==> src/pad_to_hid_report_mapper_core_macros.svh <==
// Assertion macros for the pad-to-HID report mapper RTL.
// Expects signals clk and rst_n in the including module.
`ifndef PAD_TO_HID_REPORT_MAPPER_CORE_MACROS_SVH
`define PAD_TO_HID_REPORT_MAPPER_CORE_MACROS_SVH

// Same-cycle implication, disabled in reset.
`define PTHM_ASSERT_IMP(lbl, ante, cons, msg) \
  lbl: assert property (@(posedge clk) disable iff (!rst_n) (ante) |-> (cons)) \
    else $error(msg);

// Next-cycle implication, disabled in reset.
`define PTHM_ASSERT_NXT(lbl, ante, cons, msg) \
  lbl: assert property (@(posedge clk) disable iff (!rst_n) (ante) |=> (cons)) \
    else $error(msg);

`endif

==> src/pthm_pkg.sv <==
// Package for the pad-to-HID report mapper: constants, config indexes,
// pipeline control struct. No dependencies.
`timescale 1ns / 1ps

package pthm_pkg;

  localparam int NUM_ANALOG  = 3;
  localparam int NUM_DIGITAL = 8;
  localparam int NUM_CTRL    = NUM_ANALOG + NUM_DIGITAL;
  localparam int NUM_AXES    = 4;
  localparam int DIV_STEPS   = 8;
  // stage 0 clamps, stages 1..DIV_STEPS each resolve one quotient bit
  localparam int NUM_STAGES  = DIV_STEPS + 1;

  localparam logic [3:0] NIB_BUTTON     = 4'h0;
  localparam logic [3:0] NIB_AXIS_FIRST = 4'h3;
  localparam logic [3:0] NIB_AXIS_LAST  = 4'h6;

  localparam logic [7:0] TWIST_FLIP   = 8'h80;
  localparam logic [7:0] AXIS_PRESSED = 8'h80;
  localparam logic [7:0] AXIS_IDLE    = 8'h00;

  localparam logic [23:0] RST_ANALOG_MAP  = 24'hFF_FFFF;
  localparam logic [63:0] RST_DIGITAL_MAP = 64'hFFFF_FFFF_FFFF_FFFF;
  localparam logic [23:0] RST_LOWER_THR   = 24'h00_0000;
  localparam logic [23:0] RST_UPPER_THR   = 24'hFF_FFFF;

  typedef enum logic [1:0] {
    CFG_ANALOG_MAP  = 2'd0,
    CFG_DIGITAL_MAP = 2'd1,
    CFG_LOWER_THR   = 2'd2,
    CFG_UPPER_THR   = 2'd3
  } cfg_idx_t;

  typedef struct packed {
    logic [NUM_STAGES:0]   load;       // per-stage load, top bit is the output register
    logic [NUM_STAGES-1:0] valid;
    logic                  out_valid;
  } pipe_ctl_t;

endpackage

==> src/pthm_pipe_ctrl.sv <==
// Valid bits and load enables for the mapper pipeline and output register.
// Depends on pthm_pkg and the assertion macro header.
`timescale 1ns / 1ps
`include "pad_to_hid_report_mapper_core_macros.svh"

module pthm_pipe_ctrl (
  input  logic               clk,
  input  logic               rst_n,
  input  logic               in_tvalid,
  input  logic               out_tready,
  output pthm_pkg::pipe_ctl_t ctl
);
  import pthm_pkg::*;

  logic [NUM_STAGES-1:0] valid_r;
  logic                  out_valid_r;
  logic [NUM_STAGES:0]   load;

  // a stage loads when empty or when its word moves on; bubbles collapse
  always_comb begin
    load[NUM_STAGES] = !out_valid_r || out_tready;
    for (int i = NUM_STAGES - 1; i >= 0; i--) begin
      load[i] = !valid_r[i] || load[i+1];
    end
  end

  always_ff @(posedge clk) begin
    if (!rst_n) begin
      valid_r     <= '0;
      out_valid_r <= 1'b0;
    end else begin
      if (load[0]) begin
        valid_r[0] <= in_tvalid;
      end
      for (int i = 1; i < NUM_STAGES; i++) begin
        if (load[i]) begin
          valid_r[i] <= valid_r[i-1];
        end
      end
      if (load[NUM_STAGES]) begin
        out_valid_r <= valid_r[NUM_STAGES-1];
      end
    end
  end

  assign ctl.load      = load;
  assign ctl.valid     = valid_r;
  assign ctl.out_valid = out_valid_r;

  `PTHM_ASSERT_NXT(a_accept_fills, in_tvalid && load[0], valid_r[0], "accepted word lost at entry")
  `PTHM_ASSERT_IMP(a_stall_only_full, !load[0], (&valid_r) && out_valid_r, "input stalled with a bubble")
  `PTHM_ASSERT_IMP(a_out_source, $rose(out_valid_r), $past(valid_r[NUM_STAGES-1]), "output valid without source")

endmodule

==> src/pthm_analog_lane.sv <==
// One analog lane: threshold clamp, then an 8-stage restoring divider
// giving (-(d*128/range)) mod 256. Depends on pthm_pkg.
`timescale 1ns / 1ps

module pthm_analog_lane (
  input  logic                clk,
  input  pthm_pkg::pipe_ctl_t ctl,
  input  logic [7:0]          raw,
  input  logic [7:0]          lo,
  input  logic [7:0]          hi,
  output logic [7:0]          val
);
  import pthm_pkg::*;

  logic [7:0] rem_r [NUM_STAGES];
  logic [7:0] quo_r [NUM_STAGES];
  logic [7:0] rng_r [NUM_STAGES];
  logic       dz_r  [NUM_STAGES];

  logic [7:0] v_hi;
  logic [7:0] v_cl;
  logic [7:0] d;

  // crossed thresholds clamp to lo, so d is zero
  always_comb begin
    v_hi = (raw > hi) ? hi : raw;
    v_cl = (v_hi < lo) ? lo : v_hi;
    d    = v_cl - lo;
  end

  always_ff @(posedge clk) begin
    if (ctl.load[0]) begin
      rem_r[0] <= d;
      quo_r[0] <= '0;
      rng_r[0] <= hi - lo;
      dz_r[0]  <= (d == 8'd0);
    end
  end

  for (genvar j = 1; j < NUM_STAGES; j++) begin : g_div
    logic [8:0] trial;
    logic       qbit;
    logic [8:0] diff;

    // first step tests the 128 weight (d equal to range), later steps shift
    if (j == 1) begin : g_first
      assign trial = {1'b0, rem_r[j-1]};
    end else begin : g_next
      assign trial = {rem_r[j-1], 1'b0};
    end

    assign qbit = (trial >= {1'b0, rng_r[j-1]});
    assign diff = trial - {1'b0, rng_r[j-1]};

    always_ff @(posedge clk) begin
      if (ctl.load[j]) begin
        rem_r[j] <= qbit ? diff[7:0] : trial[7:0];
        quo_r[j] <= {quo_r[j-1][6:0], qbit};
        rng_r[j] <= rng_r[j-1];
        dz_r[j]  <= dz_r[j-1];
      end
    end
  end

  // zero d covers zero range too
  assign val = dz_r[NUM_STAGES-1] ? 8'd0 : (8'd0 - quo_r[NUM_STAGES-1]);

endmodule

==> src/pthm_merge.sv <==
// Merge stage: routes the analog lane values and digital bits through the
// mapping bytes in control order into the output register. Depends on pthm_pkg.
`timescale 1ns / 1ps

module pthm_merge (
  input  logic                clk,
  input  pthm_pkg::pipe_ctl_t ctl,
  input  logic [7:0]          val_i,
  input  logic [7:0]          val_ii,
  input  logic [7:0]          val_l,
  input  logic [7:0]          dig_a,
  input  logic [7:0]          dig_b,
  input  logic [7:0]          twist,
  input  logic [23:0]         analog_map,
  input  logic [63:0]         digital_map,
  output logic [15:0]         buttons,
  output logic [7:0]          axis_x,
  output logic [7:0]          axis_z,
  output logic [7:0]          axis_rx,
  output logic [7:0]          axis_ry,
  output logic [7:0]          axis_rz
);
  import pthm_pkg::*;

  logic [7:0]  map_b   [NUM_CTRL];
  logic        press_b [NUM_CTRL];
  logic [7:0]  aval_b  [NUM_CTRL];
  logic [15:0] btn_nxt;
  logic [7:0]  ax_nxt  [NUM_AXES];
  logic [3:0]  nib;
  logic [3:0]  ax_off;

  logic [15:0] buttons_r;
  logic [7:0]  axis_x_r;
  logic [7:0]  ax_r [NUM_AXES];

  always_comb begin
    map_b[0] = analog_map[7:0];
    map_b[1] = analog_map[15:8];
    map_b[2] = analog_map[23:16];
    aval_b[0] = val_i;
    aval_b[1] = val_ii;
    aval_b[2] = val_l;
    for (int a = 0; a < NUM_ANALOG; a++) begin
      press_b[a] = (aval_b[a] != 8'd0);
    end
    for (int k = 0; k < NUM_DIGITAL; k++) begin
      map_b[NUM_ANALOG+k] = digital_map[8*k +: 8];
    end
    // left, down, right, up, start on byte a bits 7..3; a, b, r on byte b bits 5..3
    for (int k = 0; k < 5; k++) begin
      press_b[NUM_ANALOG+k] = !dig_a[7-k];
    end
    for (int k = 0; k < 3; k++) begin
      press_b[NUM_ANALOG+5+k] = !dig_b[5-k];
    end
    for (int k = 0; k < NUM_DIGITAL; k++) begin
      aval_b[NUM_ANALOG+k] = press_b[NUM_ANALOG+k] ? AXIS_PRESSED : AXIS_IDLE;
    end
  end

  // later controls overwrite earlier ones
  always_comb begin
    btn_nxt = '0;
    for (int x = 0; x < NUM_AXES; x++) begin
      ax_nxt[x] = '0;
    end
    nib    = '0;
    ax_off = '0;
    for (int k = 0; k < NUM_CTRL; k++) begin
      nib    = map_b[k][7:4];
      ax_off = nib - NIB_AXIS_FIRST;
      if (nib == NIB_BUTTON) begin
        btn_nxt[map_b[k][3:0]] = press_b[k];
      end else if (nib >= NIB_AXIS_FIRST && nib <= NIB_AXIS_LAST) begin
        ax_nxt[ax_off[1:0]] = aval_b[k];
      end
    end
  end

  always_ff @(posedge clk) begin
    if (ctl.load[NUM_STAGES]) begin
      buttons_r <= btn_nxt;
      axis_x_r  <= twist ^ TWIST_FLIP;
      for (int x = 0; x < NUM_AXES; x++) begin
        ax_r[x] <= ax_nxt[x];
      end
    end
  end

  assign buttons = buttons_r;
  assign axis_x  = axis_x_r;
  assign axis_z  = ax_r[0];
  assign axis_rx = ax_r[1];
  assign axis_ry = ax_r[2];
  assign axis_rz = ax_r[3];

endmodule

==> src/pad_to_hid_report_mapper_core.sv <==
// Top level of the pad-to-HID report mapper: config registers, three analog
// lanes, digital/twist delay line, merge stage. Uses pthm_pkg and all pthm_ modules.
//
//  port group   dir  word layout (lsb first)
//  in_          in   digital_byte_a, digital_byte_b, twist, analog_i, analog_ii, analog_l
//  out_         out  buttons, axis_x, axis_z, axis_rx, axis_ry, axis_rz
//  cfg_         in   write-only: analog_mapping, digital_mapping, lower/upper_thresholds
//
// One word per cycle sustained while the output is not stalled; an accepted word passes
// through the clamp stage, the 8-stage divider in each analog lane, and the output
// register before out_tvalid. Reset (rst_n low, synchronous) empties the pipeline and
// restores register defaults. Bubbles collapse under an output stall; in_tready drops
// only when all stages and the output register hold words.
`timescale 1ns / 1ps

module pad_to_hid_report_mapper_core (
  input  logic        clk,
  input  logic        rst_n,
  input  logic        in_tvalid,
  output logic        in_tready,
  input  logic [47:0] in_tdata,   // digital_byte_a, digital_byte_b, twist, analog_i, analog_ii, analog_l
  output logic        out_tvalid,
  input  logic        out_tready,
  output logic [55:0] out_tdata,  // buttons[15:0], axis_x, axis_z, axis_rx, axis_ry, axis_rz
  input  logic        cfg_we,
  input  logic [1:0]  cfg_addr,
  input  logic [63:0] cfg_wdata
);
  import pthm_pkg::*;

  logic [23:0] analog_map_r;
  logic [63:0] digital_map_r;
  logic [23:0] lower_thr_r;
  logic [23:0] upper_thr_r;

  pipe_ctl_t ctl;

  logic [7:0] dig_a_r [NUM_STAGES];
  logic [7:0] dig_b_r [NUM_STAGES];
  logic [7:0] twist_r [NUM_STAGES];

  logic [7:0] val_i;
  logic [7:0] val_ii;
  logic [7:0] val_l;

  logic [15:0] buttons;
  logic [7:0]  axis_x;
  logic [7:0]  axis_z;
  logic [7:0]  axis_rx;
  logic [7:0]  axis_ry;
  logic [7:0]  axis_rz;

  always_ff @(posedge clk) begin
    if (!rst_n) begin
      analog_map_r  <= RST_ANALOG_MAP;
      digital_map_r <= RST_DIGITAL_MAP;
      lower_thr_r   <= RST_LOWER_THR;
      upper_thr_r   <= RST_UPPER_THR;
    end else if (cfg_we) begin
      case (cfg_addr)
        CFG_ANALOG_MAP:  analog_map_r  <= cfg_wdata[23:0];
        CFG_DIGITAL_MAP: digital_map_r <= cfg_wdata;
        CFG_LOWER_THR:   lower_thr_r   <= cfg_wdata[23:0];
        CFG_UPPER_THR:   upper_thr_r   <= cfg_wdata[23:0];
        default: ;
      endcase
    end
  end

  pthm_pipe_ctrl u_ctrl (
    .clk        (clk),
    .rst_n      (rst_n),
    .in_tvalid  (in_tvalid),
    .out_tready (out_tready),
    .ctl        (ctl)
  );

  assign in_tready  = ctl.load[0];
  assign out_tvalid = ctl.out_valid;

  // digital bytes and twist ride alongside the divider
  always_ff @(posedge clk) begin
    if (ctl.load[0]) begin
      dig_a_r[0] <= in_tdata[7:0];
      dig_b_r[0] <= in_tdata[15:8];
      twist_r[0] <= in_tdata[23:16];
    end
    for (int i = 1; i < NUM_STAGES; i++) begin
      if (ctl.load[i]) begin
        dig_a_r[i] <= dig_a_r[i-1];
        dig_b_r[i] <= dig_b_r[i-1];
        twist_r[i] <= twist_r[i-1];
      end
    end
  end

  pthm_analog_lane u_lane_i (
    .clk (clk),
    .ctl (ctl),
    .raw (in_tdata[31:24]),
    .lo  (lower_thr_r[7:0]),
    .hi  (upper_thr_r[7:0]),
    .val (val_i)
  );

  pthm_analog_lane u_lane_ii (
    .clk (clk),
    .ctl (ctl),
    .raw (in_tdata[39:32]),
    .lo  (lower_thr_r[15:8]),
    .hi  (upper_thr_r[15:8]),
    .val (val_ii)
  );

  pthm_analog_lane u_lane_l (
    .clk (clk),
    .ctl (ctl),
    .raw (in_tdata[47:40]),
    .lo  (lower_thr_r[23:16]),
    .hi  (upper_thr_r[23:16]),
    .val (val_l)
  );

  pthm_merge u_merge (
    .clk         (clk),
    .ctl         (ctl),
    .val_i       (val_i),
    .val_ii      (val_ii),
    .val_l       (val_l),
    .dig_a       (dig_a_r[NUM_STAGES-1]),
    .dig_b       (dig_b_r[NUM_STAGES-1]),
    .twist       (twist_r[NUM_STAGES-1]),
    .analog_map  (analog_map_r),
    .digital_map (digital_map_r),
    .buttons     (buttons),
    .axis_x      (axis_x),
    .axis_z      (axis_z),
    .axis_rx     (axis_rx),
    .axis_ry     (axis_ry),
    .axis_rz     (axis_rz)
  );

  assign out_tdata = {axis_rz, axis_ry, axis_rx, axis_z, axis_x, buttons};

endmodule
==> config.mk <==
export PLATFORM = sky130hd
export DESIGN_NAME = pad_to_hid_report_mapper_core
export DESIGN_NICKNAME = d
export VERILOG_FILES = /design/src/pthm_pkg.sv /design/src/pthm_pipe_ctrl.sv /design/src/pthm_analog_lane.sv /design/src/pthm_merge.sv /design/src/pad_to_hid_report_mapper_core.sv
export VERILOG_INCLUDE_DIRS = /design/src /design/src/src
export SDC_FILE = /design/constraint.sdc
export NUM_CORES = 2
export LEC_CHECK = 0
export BUFFER_PORTS_ARGS = -buffer_cell sky130_fd_sc_hd__buf_2
export CAP_MARGIN = 10
export CORE_ASPECT_RATIO = 0.8
export CORE_MARGIN = 3
export CORE_UTILIZATION = 56
export DETAILED_ROUTE_END_ITERATION = 12
export PLACE_DENSITY = 0.76
export SYNTH_ARGS = -nofsm -noshare
export SYNTH_HDL_FRONTEND = slang
export SYNTH_SLANG_ARGS = --single-unit
export TNS_END_PERCENT = 20
==> constraint.sdc <==
create_clock -name clk -period 5.5 [get_ports clk]
set_input_delay 0.275 -clock clk [delete_from_list [all_inputs] [get_ports clk]]
set_output_delay 0.275 -clock clk [all_outputs]
set_load 0.01 [all_outputs]
Yosys cells after proc, flatten, opt, wreduce, memory -nomap -nowiden

Memories as Yosys holds them, arrays and structs flattened.
Cells that the tools add are included.

Flip-flop bits (word level): 170
RAM bits: 923
Bits of input ports: 119
Output and inout bits: 58
Word-level logic and storage cells: 430
Memories kept: 16

Add/sub/neg operators: 44
Magnitude comparators: 96
Equality and inequality tests: 3
Mux-type cells: 158
Bitwise logic cells: 14
Reductions and logical operators: 83

Memories:

| name             | words | width | rd ports | clocked after Yosys merged registers in | wr ports | line                                | source |
|---|---|---|---|---|---|---|---|
| dig_a_r          | 9     | 8     | 9        | 0                                       | 9        | pad_to_hid_report_mapper_core.sv:38 | `logic [7:0] dig_a_r [NUM_STAGES];` |
| dig_b_r          | 9     | 8     | 9        | 0                                       | 9        | pad_to_hid_report_mapper_core.sv:39 | `logic [7:0] dig_b_r [NUM_STAGES];` |
| twist_r          | 9     | 8     | 9        | 0                                       | 9        | pad_to_hid_report_mapper_core.sv:40 | `logic [7:0] twist_r [NUM_STAGES];` |
| u_lane_i.quo_r   | 9     | 8     | 9        | 0                                       | 9        | pthm_analog_lane.sv:16              | `logic [7:0] quo_r [NUM_STAGES];` |
| u_lane_i.rem_r   | 9     | 8     | 8        | 0                                       | 9        | pthm_analog_lane.sv:15              | `logic [7:0] rem_r [NUM_STAGES];` |
| u_lane_i.rng_r   | 9     | 8     | 8        | 0                                       | 9        | pthm_analog_lane.sv:17              | `logic [7:0] rng_r [NUM_STAGES];` |
| 10 more memories | -     | -     | -        | -                                       | -        | -                                   |  |

Operators with widths:

| cell                                                                                 | count |
|---|---|
| 32-bit 2-to-1 mux                                                                    | 22 |
| 8-bit 2-to-1 mux                                                                     | 52 |
| 32-bit bitwise mux                                                                   | 10 |
| 8-bit subtractor                                                                     | 30 |
| 9-bit by 8-bit greater-or-equal comparator with 1-bit output                         | 21 |
| 8-bit demux with 2-bit select                                                        | 11 |
| 16-bit 2-to-1 mux                                                                    | 11 |
| 16-bit bitwise mux                                                                   | 10 |
| 4-bit by 5-bit less-than comparator with 1-bit output (second input constant)        | 11 |
| 1-bit demux with 4-bit select                                                        | 11 |
| 4-bit by 1-bit greater-or-equal comparator with 1-bit output (second input constant) | 11 |
| 4-bit by 2-bit greater-or-equal comparator with 1-bit output (second input constant) | 11 |
| 4-bit by 3-bit <= comparator with 1-bit output (second input constant)               | 11 |
| 4-bit logical NOT                                                                    | 11 |
| 3-bit greater-or-equal comparator (second input constant)                            | 11 |
| 1-bit logical AND                                                                    | 33 |
| 3-bit by 1-bit less-than comparator with 1-bit output (second input constant)        | 11 |
| 2-bit NOT with 3-bit output                                                          | 11 |
| 32-bit bitwise AND                                                                   | 1 |
| 1-bit 2-to-1 mux                                                                     | 31 |
| 8-bit greater-or-equal comparator                                                    | 3 |
| 8-bit > comparator                                                                   | 3 |
| 8-bit logical NOT                                                                    | 3 |
| 8-bit less-than comparator                                                           | 3 |
| 11 further kinds                                                                     | 55 |

Logic depth before layout (Yosys ltp)

Depth after elaboration: 39
Mapped depth: 26
Depth with buffers taken out: 25

Modules after synthesis

From an unflattened synthesis, not the netlist that was laid out.

Cells, all modules: 3963
Area total of the unflattened synthesis: 48393.9 µm²

By module, submodules not included:

| module                          | times used | cells an instance | area each (µm²) | seq. area each (µm²) |
|---|---|---|---|---|
| pthm_analog_lane (u_lane_i ...) | 2          | 786               | 9776.9          | 5195.0 |
| pad_to_hid_report_mapper_core   | 1          | 769               | 12135.4         | 9208.8 |
| pthm_analog_lane (u_lane_l)     | 1          | 789               | 9995.8          | 5195.0 |
| pthm_merge                      | 1          | 784               | 6283.5          | 1681.6 |
| pthm_pipe_ctrl                  | 1          | 49                | 425.4           | 200.2 |

Worst setup path after synthesis

Ideal clock, no wire load.

Path kind: reg2reg
Start point: reg upper_thr_r[17]
End point: mem u_lane_l.dz_r[0][0] (data pin)
Library setup time: 0.157 ns
Data arrival time: 5.390 ns
Required time: 5.343 ns
Path slack: -0.047 ns
Stages on the path, launching flop included: 26
Buffers on the path: 1
Clock period less this slack: 5.547 ns
Path through: dfxtp_1 > inv_1 > ha_1 > nor2b_1 > o211a_1 > o21a_1 > nor2_1 > clkbuf_1 > o21ai_0 > ha_1 > nand4_1 > a211oi_1 > nand2_1 > o211ai_1 > o211ai_1 > o21ai_0 > ha_1 > inv_1 > fa_1 > a21o_1 > a21oi_1 > o21bai_1 > a21oi_1 > xnor2_1 > or4b_2 > nor3_1

RTL lines:

| item                     | line                                | source |
|---|---|---|
| start: declaration       | pad_to_hid_report_mapper_core.sv:34 | `logic [23:0] upper_thr_r;` |
| start signal: assignment | pad_to_hid_report_mapper_core.sv:64 | `CFG_UPPER_THR: upper_thr_r <= cfg_wdata[23:0];` |
| end: declaration         | pthm_analog_lane.sv:18              | `logic dz_r [NUM_STAGES];` |

==> flow_metrics.py <==
metrics = {
    "outcome": {
        "status": "complete, no violations",
    },
    "yosys": {
        "seq_area_frac_synth_pct": 54.9,
        "synth_warnings": 0,
        "synth_compound_area_share_pct": 13.1,
        "syn_area_per_cell_um2": 11.3,
        "syn_inst": 3964,
        "synth_xor_area_share_pct": 2.22,
        "ys_ff_latch": 865,
        "synth.distinct_cells": 79,
        "synth_edf_count": 719,
        "ys_dominant_reg_cell": "edfxtp_1",
        "synth_adder_area_share_pct": 9.03,
        "yosys.area_share.simple_pct": 13.5,
        "async_reset_ff_share_pct": 0,
        "synthMuxAreaShare_pct": 3.54,
        "syn-cell-area_um2": 44600,
        "synth.net_count": 4389,
        "synth_top_family_by_area": "simple AND/OR/NAND/NOR gates",
    },
    "sta": {
        "min_period_ns": 5.35,
        "hold_viol_final": 0,
        "setup_violations": 0,
        "whs_ns": 0.0449,
        "worst_slew_pin_slew_ns": 1.22,
        "rsz0062_at_grt": "true",
        "post-route-period-util_pct": 97.3,
        "clock.fmax_ghz": 0.187,
        "tns_ns": 0,
        "slew_headroom_pct": 18.0,
        "slew_viol_final": 0,
        "clock_skew_ns": 0.0294,
    },
    "placed_design": {
        "dp_hpwl_um": 83000,
        "place_area_um2": 47200,
        "gp_congestion": 0.989,
        "io_buffers": 168,
    },
    "cts": {
        "cts_buffers": 84,
        "clk_latency_ns": 0.65,
        "cts.path.max_buffers": 3,
        "cts-root-buf": "clkbuf_16",
        "cts_num_sinks": 865,
        "cts_tree": "done",
        "clk_pin_slew_ns": 0.07,
        "htreeDepth": 3,
    },
    "finish": {
        "fillCellCount": 5727,
        "drive_gt1_share_pct": 14.2,
        "area_growth_pct": 14.7,
        "fin_nets": 4735,
        "post-route-cell-area_um2": 51200,
        "final_util_pct": 65.7,
        "final_cell_mix": "edfxtp_1, nand2_1, inv_1, nor2_1, ha_1",
        "antenna_cells": 0,
        "final_common_cell": "edfxtp_1",
    },
    "flow_run": {
        "maxCapViolCount": 0,
    },
    "min_path": {
        "hold-path-cell-count": 2,
        "hp-class": "input pin to flop",
    },
    "power_and_ir_drop": {
        "pwr-share-comb_pct": 29.2,
        "powerDensity_nw_per_um2": 441,
        "seq_power_share_pct": 44.6,
        "power_frac_clock_pct": 26.3,
        "p_sw_mw": 6.97,
        "p_leak_nw": 21.6,
        "ir_drop_uv": 281,
        "cellInternalPower_mw": 15.6,
        "netSwitchingFraction_pct": 30.8,
    },
    "floorplan": {
        "ios": 177,
        "die_height_um": 259,
        "die-area_um2": 83200,
        "core-area_um2": 78000,
        "initial_utilization_pct": 57.2,
        "die_w_um": 322,
        "num_rows": 91,
    },
    "routing": {
        "drt_iter0_markers": 3654,
        "drcViolationCount": 0,
        "num_vias": 32500,
        "firstDrtPassIters": 6,
        "vias_per_cell": 6.01,
        "wl_um": 113000,
        "drtAntennaViolNets": 0,
        "wl_per_cell_um": 20.9,
    },
    "grt": {
        "grt_pass1_vias": 30900,
        "overflow": 0,
        "grtUsageTotal_pct": 26.8,
        "grt_pass1_wl_um": 174000,
        "antenna_found_initial": 1,
        "grt_max_degree": 71,
    },
    "worst_setup_path": {
        "crit_fanout": 7,
        "start_kind": "flop",
        "r2r_cells": 26,
        "cp_data_arrival_time_ns": 5.75,
        "path_class": "flop to flop",
        "cp_data_required_time_ns": 5.90,
        "setup.worst_path.end_class": "flop",
    },
}
-- logic make-up after synthesis --
kind of cell,count (synthesis)
AND/OR/NAND/NOR,1238
flip-flops,865
AO/OA/AOI/OAI,862
buffers and inverters,437
adder cells (fa/ha/maj),306
multiplexers,143
XOR/XNOR,113
-- synthesized netlist by cell type, types with 53 or more instances --
cell type,n,share of area [%]
edfxtp_1,719,48
nand2_1,368,3.1
inv_1,347,2.9
nor2_1,292,2.5
ha_1,279,7.8
o21ai_0,155,1.7
dfxtp_1,146,6.5
nand3_1,134,1.5
a21oi_1,128,1.4
mux2_2,118,3.0
nor2b_1,90,1.3
nand2b_1,84,1.2
clkbuf_1,81,0.68
a21o_1,78,1.3
xnor2_1,71,1.4
o22ai_1,69,0.97
a21boi_0,66,1.1
nor3_1,63,0.71
a211oi_1,53,0.89
-- per-stage QoR --
stage | std cells | power [mW] | worst slack [ns]
2_1_floorplan | 3964 | 14.7 | 0.0215
3_3_place_gp | 5151 | 16.2 | -0.193
3_5_place_dp | 5151 | 16.5 | -0.331
4_1_cts | 5393 | 22.6 | 0.00378
5_1_grt | 5404 | 23.9 | -0.118
6_report | 5404 | 22.6 | 0.150
-- layout make-up --
cell class | count | area, um2 | area share, %
well taps | 1023 | 1280 | 2.50
clock inverters | 56 | 654 | 1.28
inverters | 347 | 1310 | 2.55
flip-flops and latches | 865 | 24500 | 47.9
clock buffers | 101 | 2210 | 4.31
repair buffers | 348 | 2410 | 4.71
multi-input cells | 2664 | 18800 | 36.8
-- state kept, by name (all words and copies together), names as in the netlist, 27 cells and up --
signal,count
twist_r,72
digital_map_r,64
u_lane_i.rem_r,64
u_lane_i.rng_r,64
u_lane_ii.rem_r,64
u_lane_ii.rng_r,64
u_lane_l.rem_r,64
u_lane_l.rng_r,64
dig_a_r,45
u_lane_i.quo_r,36
u_lane_ii.quo_r,36
u_lane_l.quo_r,36
u_merge.ax_r,32
dig_b_r,27
-- power groups by stage --
stage	Sequential [mW]	Clock [mW]	Combinational, mW
finish	10.1	5.93	6.59
global route	10.2	6.32	7.37
floorplan	9.69	0	4.99
global placement	10.1	0	6.11
CTS	10.1	6.04	6.49
detailed placement	10.2	0	6.32
-- per-layer routing --
| metal | track usage (%) | routed length (um) | vias to the layer above |
|---|---|---|---|
| li1 | - | - | 15300 |
| met5 | 0 | 0 | - |
| met3 | 6.23 | 10900 | 211 |
| met1 | 40.1 | 51100 | 15500 |
| met2 | 39.3 | 47900 | 1397 |
| met4 | 7.40 | 2920 | 0 |
-- final timing paths --
path | end | slack, ns | start
max reg2reg | u_lane_ii.rem_r[0][7]$_DFFE_PP_ | 0.15 | upper_thr_r[9]$_SDFFE_PN1P_
min | digital_map_r[27]$_SDFFE_PN1P_ | 0.04 | rst_n
min reg2reg | u_lane_l.quo_r[0][26]$_DFFE_PP_ | 0.41 | u_lane_l.quo_r[0][17]$_DFFE_PP_
max | u_lane_ii.rem_r[0][7]$_DFFE_PP_ | 0.15 | upper_thr_r[9]$_SDFFE_PN1P_
-- worst max-delay path: stages (launching register included) --
cell and delay [ns]:
dfxtp_2 0.32, inv_1 0.08, ha_4 0.28, nor2b_2 0.12, o211ai_1 0.10, buf_4 0.15
a211oi_4 0.33, nor2_4 0.11, nand2_1 0.10, o21ai_2 0.06, ha_1 0.30, nand4_1 0.12
a211oi_2 0.30, nand2_1 0.09, o211ai_1 0.25, buf_4 0.17, buf_4 0.11, mux2_2 0.33
ha_1 0.30, buf_4 0.15, o21a_1 0.17, o31a_1 0.14, o311a_1 0.37, o21ai_1 0.13
nand2b_1 0.09, and3_4 0.18, or2_2 0.27
-- timing repair --
item                                    CTS  global route
hold endpoints to repair                139             0
resized for setup                         7            65
buffers inserted                          2             9
endpoints found under the setup margin    4             6
pin swaps                                 3            33
hold buffers                             82             0
gates cloned                              1             1
Power figures use the tool's default switching activity.
